[src/rtl/asid_pkg.sv]
// Package with the shared types, constants and slot table of the ASID stream parser.
package asid_pkg;

    localparam logic [7:0] C_RT_MIN    = 8'hf8;
    localparam logic [7:0] C_SYX_START = 8'hf0;
    localparam logic [7:0] C_MFR_ID    = 8'h2d;
    localparam logic [7:0] C_CMD_START = 8'h4c;
    localparam logic [7:0] C_CMD_STOP  = 8'h4d;
    localparam logic [7:0] C_CMD_SEQ   = 8'h4e;
    localparam logic [7:0] C_CMD_LCD   = 8'h4f;
    localparam logic [4:0] C_NUM_SLOTS = 5'd28;
    localparam logic [3:0] C_IDX_DATA  = 4'd8;
    localparam logic [3:0] C_IDX_MSB   = 4'd4;

    localparam logic [1:0] C_ST_IGNORED  = 2'd0;
    localparam logic [1:0] C_ST_REJECTED = 2'd1;
    localparam logic [1:0] C_ST_CONSUMED = 2'd2;

    localparam logic C_OP_BYTE    = 1'b0;
    localparam logic C_OP_TIMEOUT = 1'b1;

    // Commands from the controller to the datapath.
    typedef struct packed {
        logic capture;
        logic eval;
        logic scan_step;
        logic load_out;
    } t_ctl_cmd;

    // Status from the datapath to the controller.
    typedef struct packed {
        logic need_scan;
        logic scan_done;
        logic out_free;
    } t_ctl_sts;

    function automatic logic [1:0] slot_grp(input logic [4:0] slot);
        logic [1:0] g;
        if (slot >= 5'd21) begin
            g = 2'd3;
        end else if (slot >= 5'd14) begin
            g = 2'd2;
        end else if (slot >= 5'd7) begin
            g = 2'd1;
        end else begin
            g = 2'd0;
        end
        return g;
    endfunction

    function automatic logic [2:0] slot_bit(input logic [4:0] slot);
        logic [4:0] r;
        r = slot - (5'(slot_grp(slot)) * 5'd7);
        return r[2:0];
    endfunction

    function automatic logic [4:0] slot_to_reg(input logic [4:0] slot);
        logic [4:0] a;
        case (slot)
            5'd0:  a = 5'h00;
            5'd1:  a = 5'h01;
            5'd2:  a = 5'h02;
            5'd3:  a = 5'h03;
            5'd4:  a = 5'h05;
            5'd5:  a = 5'h06;
            5'd6:  a = 5'h07;
            5'd7:  a = 5'h08;
            5'd8:  a = 5'h09;
            5'd9:  a = 5'h0a;
            5'd10: a = 5'h0c;
            5'd11: a = 5'h0d;
            5'd12: a = 5'h0e;
            5'd13: a = 5'h0f;
            5'd14: a = 5'h10;
            5'd15: a = 5'h11;
            5'd16: a = 5'h13;
            5'd17: a = 5'h14;
            5'd18: a = 5'h15;
            5'd19: a = 5'h16;
            5'd20: a = 5'h17;
            5'd21: a = 5'h18;
            5'd22: a = 5'h04;
            5'd23: a = 5'h0b;
            5'd24: a = 5'h12;
            5'd25: a = 5'h04;
            5'd26: a = 5'h0b;
            5'd27: a = 5'h12;
            default: a = 5'h00;
        endcase
        return a;
    endfunction

endpackage

[src/rtl/asid_ctrl.sv]
// Controller state machine that sequences capture, evaluation, slot scan and output.
module asid_ctrl import asid_pkg::*; (
    input  logic     i_clk,
    input  logic     i_rst_n,
    input  logic     i_in_valid,
    output logic     o_in_ready,
    input  t_ctl_sts i_sts,
    output t_ctl_cmd o_cmd
);

    typedef enum logic [1:0] {
        S_IDLE,
        S_EVAL,
        S_SCAN,
        S_DONE
    } t_state;

    t_state r_state;
    t_state n_state;

    always_comb begin
        n_state        = r_state;
        o_cmd          = '0;
        o_in_ready     = 1'b0;
        case (r_state)
            S_IDLE: begin
                o_in_ready = 1'b1;
                if (i_in_valid) begin
                    o_cmd.capture = 1'b1;
                    n_state       = S_EVAL;
                end
            end
            S_EVAL: begin
                o_cmd.eval = 1'b1;
                n_state    = i_sts.need_scan ? S_SCAN : S_DONE;
            end
            S_SCAN: begin
                o_cmd.scan_step = 1'b1;
                if (i_sts.scan_done) begin
                    n_state = S_DONE;
                end
            end
            S_DONE: begin
                if (i_sts.out_free) begin
                    o_cmd.load_out = 1'b1;
                    n_state        = S_IDLE;
                end
            end
            default: n_state = S_IDLE;
        endcase
    end

    always_ff @(posedge i_clk) begin
        if (!i_rst_n) begin
            r_state <= S_IDLE;
        end else begin
            r_state <= n_state;
        end
    end

endmodule

[src/rtl/asid_dp.sv]
// Datapath holding the framing state, mask and MSB bytes, slot scan and output register.
module asid_dp import asid_pkg::*; (
    input  logic        i_clk,
    input  logic        i_rst_n,
    input  t_ctl_cmd    i_cmd,
    output t_ctl_sts    o_sts,
    input  logic        i_opcode,
    input  logic [7:0]  i_port,
    input  logic [7:0]  i_midi_byte,
    output logic        o_out_valid,
    input  logic        i_out_ready,
    output logic [1:0]  o_status,
    output logic        o_write_valid,
    output logic [4:0]  o_reg_addr,
    output logic [7:0]  o_reg_value,
    output logic        o_mode_on
);

    typedef enum logic [1:0] {
        F_WAIT_F0,
        F_WAIT_ID,
        F_CMD,
        F_DATA
    } t_frame;

    // Framing and stream state.
    t_frame      r_frame,  n_frame;
    logic        r_mode,   n_mode;
    logic [7:0]  r_owner,  n_owner;
    logic [7:0]  r_cmd,    n_cmd;
    logic [3:0]  r_stream, n_stream;
    logic [4:0]  r_slot,   n_slot;
    logic [6:0]  r_mask [4];
    logic [6:0]  r_msb  [4];

    // Captured input word.
    logic        r_op;
    logic [7:0]  r_port;
    logic [7:0]  r_byte;

    // Pending result.
    logic [1:0]  r_res_status, n_res_status;
    logic        r_res_wv,     n_res_wv;
    logic [4:0]  r_res_addr,   n_res_addr;
    logic [7:0]  r_res_val,    n_res_val;
    logic        r_res_mode,   n_res_mode;

    // Output register.
    logic        r_out_valid;
    logic [1:0]  r_out_status;
    logic        r_out_wv;
    logic [4:0]  r_out_addr;
    logic [7:0]  r_out_val;
    logic        r_out_mode;

    logic        w_need_scan;
    logic        w_mask_we;
    logic        w_msb_we;
    logic [1:0]  w_grp;
    logic [2:0]  w_bit;
    logic        w_in_range;
    logic        w_hit;
    t_frame      w_frame_eff;

    assign w_grp      = slot_grp(r_slot);
    assign w_bit      = slot_bit(r_slot);
    assign w_in_range = (r_slot < C_NUM_SLOTS);
    assign w_hit      = w_in_range && r_mask[w_grp][w_bit];
    assign w_frame_eff = r_byte[7] ? F_WAIT_F0 : r_frame;

    always_comb begin
        n_frame      = r_frame;
        n_mode       = r_mode;
        n_owner      = r_owner;
        n_cmd        = r_cmd;
        n_stream     = r_stream;
        n_slot       = r_slot;
        n_res_status = r_res_status;
        n_res_wv     = r_res_wv;
        n_res_addr   = r_res_addr;
        n_res_val    = r_res_val;
        n_res_mode   = r_res_mode;
        w_need_scan  = 1'b0;
        w_mask_we    = 1'b0;
        w_msb_we     = 1'b0;

        if (i_cmd.eval) begin
            n_res_status = C_ST_IGNORED;
            n_res_wv     = 1'b0;
            n_res_addr   = '0;
            n_res_val    = '0;
            if (r_op == C_OP_TIMEOUT) begin
                if (r_frame != F_WAIT_F0 && r_port == r_owner) begin
                    n_frame = F_WAIT_F0;
                    n_owner = '0;
                    n_cmd   = '0;
                end
            end else if (r_byte >= C_RT_MIN) begin
                n_res_status = C_ST_IGNORED;
            end else if (r_mode && r_port != r_owner) begin
                n_res_status = C_ST_REJECTED;
            end else begin
                n_res_status = C_ST_CONSUMED;
                n_owner      = r_port;
                case (w_frame_eff)
                    F_WAIT_F0: begin
                        n_frame = (r_byte == C_SYX_START) ? F_WAIT_ID : F_WAIT_F0;
                    end
                    F_WAIT_ID: begin
                        n_frame = (r_byte == C_MFR_ID) ? F_CMD : F_WAIT_F0;
                    end
                    F_CMD: begin
                        n_cmd   = r_byte;
                        n_frame = F_DATA;
                        if (r_byte == C_CMD_START || r_byte == C_CMD_LCD) begin
                            n_mode = 1'b1;
                        end else if (r_byte == C_CMD_STOP) begin
                            n_mode = 1'b0;
                        end else if (r_byte == C_CMD_SEQ) begin
                            n_mode   = 1'b1;
                            n_stream = '0;
                            n_slot   = '0;
                        end
                    end
                    F_DATA: begin
                        if (r_cmd == C_CMD_SEQ) begin
                            if (r_stream < C_IDX_MSB) begin
                                w_mask_we = 1'b1;
                                n_stream  = r_stream + 4'd1;
                            end else if (r_stream < C_IDX_DATA) begin
                                w_msb_we = 1'b1;
                                n_stream = r_stream + 4'd1;
                            end else begin
                                w_need_scan = 1'b1;
                            end
                        end
                    end
                    default: n_frame = F_WAIT_F0;
                endcase
            end
            n_res_mode = n_mode;
        end

        // One slot is tested per cycle; the scan ends on a slot with its mask bit set or past the last one.
        if (i_cmd.scan_step && w_in_range) begin
            n_slot = r_slot + 5'd1;
            if (w_hit) begin
                n_res_wv   = 1'b1;
                n_res_addr = slot_to_reg(r_slot);
                n_res_val  = {r_msb[w_grp][w_bit], r_byte[6:0]};
            end
        end
    end

    always_ff @(posedge i_clk) begin
        if (!i_rst_n) begin
            r_frame     <= F_WAIT_F0;
            r_mode      <= 1'b0;
            r_owner     <= '0;
            r_cmd       <= '0;
            r_stream    <= '0;
            r_slot      <= '0;
            r_out_valid <= 1'b0;
        end else begin
            r_frame  <= n_frame;
            r_mode   <= n_mode;
            r_owner  <= n_owner;
            r_cmd    <= n_cmd;
            r_stream <= n_stream;
            r_slot   <= n_slot;
            if (i_cmd.load_out) begin
                r_out_valid <= 1'b1;
            end else if (i_out_ready) begin
                r_out_valid <= 1'b0;
            end
        end
    end

    always_ff @(posedge i_clk) begin
        if (i_cmd.capture) begin
            r_op   <= i_opcode;
            r_port <= i_port;
            r_byte <= i_midi_byte;
        end
        if (w_mask_we) begin
            r_mask[r_stream[1:0]] <= r_byte[6:0];
        end
        if (w_msb_we) begin
            r_msb[r_stream[1:0]] <= r_byte[6:0];
        end
        r_res_status <= n_res_status;
        r_res_wv     <= n_res_wv;
        r_res_addr   <= n_res_addr;
        r_res_val    <= n_res_val;
        r_res_mode   <= n_res_mode;
        if (i_cmd.load_out) begin
            r_out_status <= r_res_status;
            r_out_wv     <= r_res_wv;
            r_out_addr   <= r_res_addr;
            r_out_val    <= r_res_val;
            r_out_mode   <= r_res_mode;
        end
    end

    assign o_sts.need_scan = w_need_scan;
    assign o_sts.scan_done = !w_in_range || w_hit;
    assign o_sts.out_free  = !r_out_valid || i_out_ready;

    assign o_out_valid   = r_out_valid;
    assign o_status      = r_out_status;
    assign o_write_valid = r_out_wv;
    assign o_reg_addr    = r_out_addr;
    assign o_reg_value   = r_out_val;
    assign o_mode_on     = r_out_mode;

endmodule

[src/rtl/asid_sysex_register_stream_parser_core.sv]
// Top level of the ASID SysEx register stream parser: controller plus datapath.
//
//  Channel   Direction  Handshake            Payload
//  s_axis    in         tvalid / tready      tuser: opcode; tdata: port, midi_byte
//  m_axis    out        tvalid / tready      tuser: status, write_valid;
//                                            tdata: reg_addr, reg_value, mode_on
//
// Each input word is accepted (S_IDLE), evaluated (S_EVAL) and put in the output register
// once that is free (S_DONE); a sequence data byte adds the slot scan (S_SCAN) in between, one
// slot tested per cycle over the 28 slots, until an enabled slot or the end of the slots.
// One word is in work at a time; the next is taken once the current result sits in
// the output register, even while that result waits for m_axis_tready.
// Reset is synchronous and active low; the mask and MSB bytes are not reset.
module asid_sysex_register_stream_parser_core import asid_pkg::*; (
    input  logic        i_clk,
    input  logic        i_rst_n,
    input  logic        i_s_axis_tvalid,
    output logic        o_s_axis_tready,
    input  logic [15:0] i_s_axis_tdata,   // [7:0] port, [15:8] midi_byte
    input  logic        i_s_axis_tuser,   // [0] opcode
    output logic        o_m_axis_tvalid,
    input  logic        i_m_axis_tready,
    output logic [15:0] o_m_axis_tdata,   // [4:0] reg_addr, [12:5] reg_value, [13] mode_on
    output logic [2:0]  o_m_axis_tuser    // [1:0] status, [2] write_valid
);

    t_ctl_cmd   w_cmd;
    t_ctl_sts   w_sts;
    logic [1:0] w_status;
    logic       w_wv;
    logic [4:0] w_addr;
    logic [7:0] w_val;
    logic       w_mode;

    asid_ctrl u_ctrl (
        .i_clk      (i_clk),
        .i_rst_n    (i_rst_n),
        .i_in_valid (i_s_axis_tvalid),
        .o_in_ready (o_s_axis_tready),
        .i_sts      (w_sts),
        .o_cmd      (w_cmd)
    );

    asid_dp u_dp (
        .i_clk         (i_clk),
        .i_rst_n       (i_rst_n),
        .i_cmd         (w_cmd),
        .o_sts         (w_sts),
        .i_opcode      (i_s_axis_tuser),
        .i_port        (i_s_axis_tdata[7:0]),
        .i_midi_byte   (i_s_axis_tdata[15:8]),
        .o_out_valid   (o_m_axis_tvalid),
        .i_out_ready   (i_m_axis_tready),
        .o_status      (w_status),
        .o_write_valid (w_wv),
        .o_reg_addr    (w_addr),
        .o_reg_value   (w_val),
        .o_mode_on     (w_mode)
    );

    assign o_m_axis_tdata = {2'b00, w_mode, w_val, w_addr};
    assign o_m_axis_tuser = {w_wv, w_status};

endmodule

[config.mk]
export PLATFORM = sky130hd
export DESIGN_NAME = asid_sysex_register_stream_parser_core
export DESIGN_NICKNAME = d
export VERILOG_FILES = /design/src/rtl/asid_pkg.sv /design/src/rtl/asid_ctrl.sv /design/src/rtl/asid_dp.sv /design/src/rtl/asid_sysex_register_stream_parser_core.sv
export SDC_FILE = /design/constraint.sdc
export NUM_CORES = 1
export LEC_CHECK = 0
export BUFFER_PORTS_ARGS = -buffer_cell sky130_fd_sc_hd__buf_2
export CAP_MARGIN = 20
export CORE_ASPECT_RATIO = 0.8
export CORE_UTILIZATION = 45
export DETAILED_ROUTE_END_ITERATION = 8
export GPL_TIMING_DRIVEN = 0
export PLACE_DENSITY = 0.75
export SKIP_CTS_REPAIR_TIMING = 1
export SLEW_MARGIN = 30
export SYNTH_ARGS = -nofsm -noshare
export SYNTH_HDL_FRONTEND = slang
export SYNTH_HIERARCHICAL = 1
export SYNTH_SLANG_ARGS = --single-unit
[constraint.sdc]
create_clock -name i_clk -period 4 [get_ports i_clk]
set_input_delay 0.8 -clock i_clk [delete_from_list [all_inputs] [get_ports i_clk]]
set_output_delay 0.8 -clock i_clk [all_outputs]
set_load 0.02 [all_outputs]
Word-level counts from Yosys, hierarchy flattened. Memories as Yosys holds them, arrays and structs flattened. A register that Yosys moved wholly into a read port is not among the register bits. Index checks and enable logic that the tools add are counted.

Flip-flop bits (word level): 82. RAM bits: 56. ROM bits: 160. Input port bits: 21. Memories kept: 3.

Memories: (no name shown) (depth 32, width 5, read ports 1, clocked after memory_dff 1, wr ports 0, line asid_pkg.sv:59) `case (slot)`; u_dp.r_mask (depth 4, width 7, read ports 1, clocked after memory_dff 0, wr ports 1, line asid_dp.sv:33) `logic [6:0] r_mask [4];`; u_dp.r_msb (depth 4, width 7, read ports 1, clocked after memory_dff 0, wr ports 1, line asid_dp.sv:34) `logic [6:0] r_msb [4];`.

Add/subtract/negate cells: 3. $mul: 1. $lt $le $gt $ge: 8. Equality and inequality tests: 31. Muxes and demuxes: 99. Bitwise logic cells: 3. Reduce and logical (&&, ||, !) cells: 26.

Operators with widths (count): two-way mux 8 bit (11); two-way mux 5 bit (14); two-way mux 1 bit (51); equality test 8 x 7 -> 1 bit (second input constant) (5); two-way mux 2 bit (12); two-way mux 4 bit (6); != test 2 bit (second input constant) (9); nonzero test 2 bit (7); != test 2 x 1 -> 1 bit (second input constant) (6); AND reduction 10 bit (1); AND reduction 5 bit (2); equality test 2 bit (second input constant) (4); equality test 8 x 6 -> 1 bit (second input constant) (1); equality test 8 bit (1); equality test 8 bit (second input constant) (1); >= comparator 8 bit (second input constant) (1); != test 8 bit (1); case mux 2 bit (4 select lines) (1); case mux 4 bit (2 select lines) (1); AND reduction 8 bit (1); binary-select mux 1 bit (select 3 bit) (2); case mux 2 bit (3 select lines) (1); adder 5 x 1 -> 5 bit (second input constant) (1); >= comparator 5 x 3 -> 1 bit (second input constant) (1); 20 further kinds (30).

Logic depth before layout (Yosys ltp). Gate-level depths: netlist of the first run.

Depth after elaboration: 12. Gate-level depth with buffers: 22.

By module. The synthesis of the first run kept the hierarchy.

Modules (own cells, without submodules): asid_dp (instances 1, cells each 512, area an instance 6277.3 um^2); asid_ctrl (instances 1, cells each 22, area an instance 206.4 um^2); asid_sysex_register_stream_parser_core (instances 1, cells each 5, area an instance 33.8 um^2).

Least setup slack after synthesis of the first run. No wires, ideal clock.

Path kind: register to register. Start point: reg u_dp.r_slot[1]. End point: reg u_ctrl.r_state[0]. Setup time: 0.118 ns. Arrival time: 4.188 ns. Data required time: 3.882 ns. Path slack: -0.305 ns. Cell stages (with the launch flop): 23. Buffers on the path: 3. Clock period less this slack: 4.305 ns. Cell sequence: dfxtp_1 buf_6 inv_1 ha_1 o31a_1 and2_4 nor2_4 inv_2 buf_6 ha_1 inv_1 ha_1 nor2_1 fa_1 clkbuf_1 a211oi_1 a221o_2 a211oi_2 nor2_1 nand2_1 inv_1 a2111o_1 o2111a_1.

RTL lines: from (decl) (line asid_dp.sv:32) `logic [4:0] r_slot, n_slot;`; from (signal assigned) (line asid_dp.sv:170) `r_slot <= n_slot;`; to (signal assigned) (line asid_ctrl.sv:57) `r_state <= n_state;`; to (decl) (line asid_ctrl.sv:18) `t_state r_state;`.

==> impl_metrics.py, run 1 <==
metrics = {
    "outcome": {
        "status": "finished with violations",
        "violations": "setup timing",
    },
    "global_route": {
        "grt_pass1_wl_microns": 22100,
        "grt-ovfl-total": 0,
        "grt_pass1_vias": 4338,
        "grt_max_degree": 19,
        "grtUsageTotal": 0.200,
        "antenna_found_initial": 0,
    },
    "sta": {
        "whs_ns": 0.421,
        "fin_crit_ns": 4.22,
        "finalMaxSlewViolations": 0,
        "finalSetupViolCount": 14,
        "skew_ns": 0.00642,
        "slew_headroom": 0.386,
        "rsz0062_at_grt": "yes",
        "fin_ws_ns": -0.217,
        "min_period_over_period": 1.05,
        "tightestPinTransition_ns": 0.921,
        "hold_viol": 0,
        "fin_tns_setup_ns": -1.12,
        "fmax_ghz": 0.237,
    },
    "worst_hold_path": {
        "hold_path_class": "reg -> reg",
        "hold_path_depth": 0,
    },
    "cts": {
        "path_clk_slew_ns": 0.06,
        "clock_path_buffers": 2,
        "clock-sinks": 143,
        "cts_inserted_buffers": 17,
        "cts_tree": "done",
        "htree_levels": 4,
        "clock_latency_ns": 0.42,
        "cts_root_buf": "clkbuf_16",
    },
    "critical_path": {
        "worst_setup_path_start_kind": "register",
        "cpMaxStageDelayCell": "dfxtp_4",
        "endpoint_kind": "register",
        "crit_fanout": 8,
        "arrival_ns": 4.56,
        "ff2ff_path_depth": 21,
        "critPathMaxStageDelay_ns": 0.40,
        "path_common_cell": "ha_4",
        "crit_required_ns": 4.34,
        "crit_chain": "buf_12 -> inv_4 -> ha_4 -> o31a_1 -> and2_4 -> nor2_4 -> inv_2 -> buf_12 -> ha_4 -> inv_4 -> ha_4 -> a311oi_1 -> a31oi_1 -> or2_2 -> o22a_1 -> a311oi_4 -> nor2_2 -> nand2_1 -> inv_2 -> a221oi_4 -> mux2i_1",
        "worstSetupPathType": "reg -> reg",
    },
    "pwr": {
        "power_leakage_nw": 3.07,
        "peakVddDrop_mv": 0.315,
        "power.density_mw_per_mm2": 575,
    },
    "placed_design": {
        "gp_congestion": 0.905,
        "placed_cells": 759,
        "place_hpwl_microns": 9800,
        "port_buffers": 39,
    },
    "floorplan": {
        "rows": 38,
        "core_area_sq_mm": 0.0138,
        "die_y_microns": 110,
        "io_pins": 42,
        "fp.dieW_microns": 137,
        "die_area_sq_mm": 0.0150,
        "start_util": 0.471,
    },
    "logic_synthesis": {
        "synthDistinctLibCells": 86,
        "ys.flop_type": "edfxtp_1",
        "seq_area_frac_synth": 0.582,
        "synth-edff-count": 93,
        "synth_cells": 539,
        "synth_area_per_cell_sq_um": 12.1,
        "synthArstFlopShare": 0,
        "synth_area_sq_mm": 0.00652,
        "synth_seq_cells": 143,
        "yosysWarningCount": 6,
    },
    "route": {
        "ant_nets": 0,
        "wl_microns": 14900,
        "first_iter_violations": 404,
        "firstDrtPassIters": 5,
        "post_drt_via_cell_ratio": 5.75,
        "post_drt_wl_per_cell_microns": 18.1,
        "post-route-drc-count": 0,
        "vias": 4733,
    },
    "cells_and_area": {
        "fillers": 1069,
        "layout-drive-gt1-share": 0.278,
        "fin_cells": 823,
        "nets": 677,
        "diodes": 0,
        "area_growth_pct": 23.4,
    },
    "job": {
        "cap_violations": 0,
    },
}
[metrics by stage]
stage	total power, mW	utilization	area [sq um]	setup WS [ns]
final	4.62	0.581	8040	-0.217
after global routing	4.82	0.581	8040	-0.341
after CTS	4.48	0.549	7600	-0.859
after detailed placement	2.91	0.507	7010	-0.813
after global placement	2.86	0.507	7010	-0.727
after floorplan	2.62	-	6590	-0.0190
[routing by layer]
metal | up-vias | GRT usage | wire (microns)
met2 | 201 | 0.314 | 7040
met5 | - | 0 | 0
met4 | 0 | 0.0857 | 308
li1 | 2190 | - | -
met1 | 2309 | 0.259 | 6580
met3 | 33 | 0.0562 | 994
[path summary, 6_finish.rpt]
path	to	from	slack [ns]
max	u_ctrl/r_state[1]	u_dp/r_slot[1]	-0.22
min	u_dp/o_reg_value[0]	u_dp/r_res_val[0]	0.42
max reg2reg	u_ctrl/r_state[1]	u_dp/r_slot[1]	-0.22
min reg2reg	u_dp/o_reg_value[0]	u_dp/r_res_val[0]	0.42
[cell usage after synthesis, drive strengths merged, types with 10 or more instances]
| master | n | area, sq um |
|---|---|---|
| nor2b | 15 | 101 |
| buf | 13 | 98.8 |
| clkbuf | 11 | 41.3 |
| edfxtp | 93 | 2790 |
| mux2 | 13 | 176 |
| a21oi | 14 | 70.1 |
| o21ai | 15 | 86.3 |
| dfxtp | 50 | 1000 |
| ha | 25 | 313 |
| nand2 | 34 | 128 |
| nand3 | 13 | 65.1 |
| nor3 | 10 | 55.1 |
| nor2 | 53 | 206 |
| a22oi | 19 | 143 |
| inv | 28 | 105 |
[cell families after synthesis]
| family | synth area share |
|---|---|
| xor gates and xnor gates | 0.0188 |
| buffers and inverters | 0.0382 |
| muxes | 0.0443 |
| AOI/OAI and AO/OA | 0.131 |
| adders and majority gates | 0.0511 |
| and+or+nand+nor | 0.134 |
| DFF | 0.582 |
| other | 0.000575 |
[worst max-delay path, delay by kind of cell, from the launching register on]
family / cells / cell delay (ns)
AOI/OAI and AO/OA: 6 / 1.50
and+or+nand+nor: 5 / 0.84
muxes: 1 / 0.24
DFF: 1 / 0.40
buffers and inverters: 6 / 0.46
adders and majority gates: 3 / 0.69
[state kept, by name (all words and copies together) (netlist names), 8 cells and up, named ones only]
| signal | count |
|---|---|
| u_dp/r_owner | 8 |
| u_dp/r_byte | 8 |
| u_dp/r_port | 8 |
| u_dp/r_cmd | 8 |
| u_dp/r_res_val | 8 |
| u_dp/o_reg_value | 8 |
| u_dp/r_msb | 28 |
| u_dp/r_mask | 28 |
[cells in the final DEF, fill, tap and decap left out, types with 9 or more instances in the layout]
cell	instances
buf_4	36
clkbuf_16	17
clkbuf_1	10
a21oi_1	14
nor3_1	9
nor2b_1	14
a22oi_1	18
dfxtp_1	48
buf_2	43
ha_1	19
nand2_1	34
nor2_1	50
o21ai_0	10
inv_1	22
mux2i_1	9
nand3_1	13
edfxtp_1	93
[cell type report]
cell class | instances | area [sq um] | share of cell area
inverters | 29 | 120 | 0.0149
well taps | 180 | 225 | 0.0280
clock buffers | 20 | 457 | 0.0568
multi-input cells | 344 | 2680 | 0.333
plain buffers | 24 | 189 | 0.0235
clock inverters | 12 | 135 | 0.0168
repair buffers | 71 | 439 | 0.0546
flip-flops and latches | 143 | 3800 | 0.473
[report_power, final]
group | internal (mW) | switching, mW
Sequential | 1.81 | 0.166
Clock | 0.953 | 0.609
Combinational | 0.466 | 0.616
Total | 3.23 | 1.39
Power figures use the tool's default switching activity.
==> run 2: changes to the inputs <==
--- a/config.mk
+++ b/config.mk
@@ -12,9 +12,9 @@
 export DETAILED_ROUTE_END_ITERATION = 8
 export GPL_TIMING_DRIVEN = 0
 export PLACE_DENSITY = 0.75
+export SETUP_SLACK_MARGIN = 0.05
 export SKIP_CTS_REPAIR_TIMING = 1
 export SLEW_MARGIN = 30
 export SYNTH_ARGS = -nofsm -noshare
 export SYNTH_HDL_FRONTEND = slang
-export SYNTH_HIERARCHICAL = 1
 export SYNTH_SLANG_ARGS = --single-unit
==> run 2 against run 1 <==
The run ends with DRC, setup timing left. Via count is essentially flat. Flip-flop and latch count stayed put. Cell area is 2.1% higher. Clock skew rose by 0.0020 ns. Worst hold slack got worse by 0.0023 ns. Critical path depth down 1. Routed wire length decreased by 0.20%. Clock-buffer cell count increased by 1. Area after synthesis rose by 2.7%. Largest cell class unchanged. Highest routed layer unchanged.
==> impl_metrics.py, run 2 <==
metrics = {
    "sta": {
        "rsz0062_at_grt": "yes",
        "min_period_over_period": 1.06,
        "finalMaxSlewViolations": 0,
        "finalSetupViolCount": 16,
        "slew_headroom": 0.423,
        "fmax_ghz": 0.235,
        "tightestPinTransition_ns": 0.861,
        "fin_ws_ns": -0.254,
        "hold_viol": 0,
        "skew_ns": 0.00837,
        "fin_crit_ns": 4.25,
    },
    "pwr": {
        "power_frac_seq": 0.423,
        "power.density_mw_per_mm2": 558,
        "peakVddDrop_mv": 0.416,
        "clock_power_share": 0.365,
        "p_sw_frac": 0.286,
        "power_leakage_nw": 3.08,
        "p_comb_frac": 0.212,
        "p_switching_mw": 1.31,
        "internal_power_mw": 3.27,
    },
    "logic_synthesis": {
        "seq_area_frac_synth": 0.567,
        "synthArstFlopShare": 0,
        "ys.flop_type": "edfxtp_1",
        "netlist.top_cell.by_area": "edfxtp_1",
        "synth_area_sq_mm": 0.00669,
        "yosysWarningCount": 0,
        "synth-edff-count": 93,
        "synth_area_per_cell_sq_um": 12.1,
        "synth_most_common_cell": "edfxtp_1",
        "yosys-top-cells-count": "edfxtp_1, dfxtp_1, nor2b_1",
        "synthTopCellsByArea": "edfxtp_1, dfxtp_1, ha_1",
        "synth_seq_cells": 143,
        "post-synth-top-area-fraction": 0.417,
        "synthDistinctLibCells": 76,
        "synth_cells": 553,
    },
    "global_route": {
        "antenna_found_initial": 0,
        "grt-ovfl-total": 0,
        "grt_max_degree": 18,
        "grt_pass1_vias": 4538,
        "grtUsageTotal": 0.196,
        "grt_pass1_wl_microns": 23400,
    },
    "critical_path": {
        "r2r-start": "u_dp.r_slot[1]",
        "worstSetupPathType": "reg -> reg",
        "endpoint_kind": "register",
        "arrival_ns": 4.57,
        "crit_fanout": 8,
        "worst_setup_path_start_kind": "register",
        "startpoint": "u_dp.r_slot[1]",
        "ff2ff_path_depth": 20,
        "crit_required_ns": 4.31,
    },
    "cts": {
        "clock-sinks": 143,
        "path_clk_slew_ns": 0.06,
        "clock_latency_ns": 0.42,
        "cts_inserted_buffers": 17,
        "htree_levels": 4,
        "cts_tree": "done",
        "cts_root_buf": "clkbuf_16",
        "clock_path_buffers": 2,
    },
    "floorplan": {
        "start_util": 0.465,
        "die_area_sq_mm": 0.0154,
        "fp.dieW_microns": 138,
        "io_pins": 42,
        "core_area_sq_mm": 0.0144,
        "die_y_microns": 111,
        "rows": 39,
    },
    "route": {
        "post-route-drc-count": 7,
        "vias": 4729,
        "first_iter_violations": 415,
        "ant_nets": 0,
        "wl_microns": 14900,
        "post_drt_wl_per_cell_microns": 17.9,
        "post_drt_via_cell_ratio": 5.70,
        "firstDrtPassIters": 7,
    },
    "placed_design": {
        "port_buffers": 38,
        "gp_congestion": 0.865,
        "place_hpwl_microns": 9900,
        "placed_area_sq_mm": 0.00724,
        "placed_cells": 776,
        "post-place-ws_ns": -0.984,
    },
    "cells_and_area": {
        "area_growth_pct": 22.7,
        "final_cell_area_sq_mm": 0.00821,
        "final_cell_mix": "edfxtp_1, dfxtp_1, buf_2",
        "nets": 679,
        "diodes": 0,
        "final_common_cell": "edfxtp_1",
        "fin_cells": 830,
        "layout-drive-gt1-share": 0.255,
    },
    "outcome": {
        "status": "finished with violations",
        "violations": "DRC, setup timing",
    },
    "worst_hold_path": {
        "min_from": "u_dp.r_res_mode",
        "hold_path_depth": 0,
        "hold_path_class": "reg -> reg",
    },
    "job": {
        "cap_violations": 0,
    },
}
-- run 2: changes by cell type after synthesis, moves of 6 or more --
cell,delta
a21boi_0,+6
nand2b_1,+7
inv_1,-6
nand3b_1,+8
nor2_1,-38
o21ai_0,+10
a22oi_1,-18
nor2b_1,+22
-- run 2: logic make-up after synthesis --
family | synth area share
AOI/OAI and AO/OA | 0.127
buffers and inverters | 0.0335
muxes | 0.0596
adders and majority gates | 0.0479
other | 0.000560
DFF | 0.567
xor gates and xnor gates | 0.0183
and+or+nand+nor | 0.146
-- run 2: worst max-delay path, cell delays in order (launching register included) --
cell       delay [ns]
dfxtp_4          0.37
buf_12           0.12
buf_8            0.10
inv_4            0.03
ha_4             0.14
o311ai_4         0.25
nand2_2          0.15
nor2_4           0.21
clkinv_4         0.11
buf_4            0.15
ha_1             0.34
fa_1             0.58
buf_8            0.15
inv_1            0.14
o211ai_1         0.14
a21oi_1          0.10
nor4_4           0.27
a22oi_4          0.10
nor2_4           0.20
clkbuf_16        0.19
mux2_4           0.29
-- run 2: final timing paths --
check	endpoint	slack, ns
hold reg to reg	u_dp.o_mode_on	0.42
setup / recovery	u_dp.r_res_val[3]	-0.25
setup reg to reg	u_dp.r_res_val[3]	-0.25
hold / removal	u_dp.o_mode_on	0.42
-- run 2: power by group through the flow --
stage               clock, mW  sequential [mW]  combinational, mW
global placement            0             1.95              0.808
detailed placement          0             1.96              0.841
floorplan                   0             1.92              0.613
CTS                      1.69             1.93              0.849
finish                   1.67             1.94              0.974
global route             1.76             1.95               1.05
-- run 2: through the flow --
stage | hold slack (ns) | utilization | power (mW) | setup TNS [ns]
after floorplan | 0.400 | - | 2.53 | -1.05
after global placement | 0.406 | 0.503 | 2.76 | -12.76
after detailed placement | 0.406 | 0.503 | 2.80 | -13.96
after CTS | 0.420 | 0.547 | 4.47 | -14.40
after global routing | 0.423 | 0.570 | 4.77 | -5.68
final | 0.419 | 0.570 | 4.58 | -3.40
-- run 2: layout make-up --
class / instances / area (sq um)
Inverter: 24 / 100
Tap cell: 184 / 230
Fill cell: 1098 / 6190
Clock buffer: 21 / 482
Multi-Input combinational cell: 360 / 2890
Buffer: 27 / 175
Sequential cell: 143 / 3800
Clock inverter: 11 / 153
Timing Repair Buffer: 60 / 377
-- run 2: per-layer routing --
layer,up-vias,part of all wire,routed length (microns),GRT usage
met3,19,0.057,843,0.0467
met2,168,0.48,7110,0.316
met5,-,0,0,0
met4,0,0.012,183,0.0607
met1,2339,0.45,6750,0.262
li1,2203,-,-,-
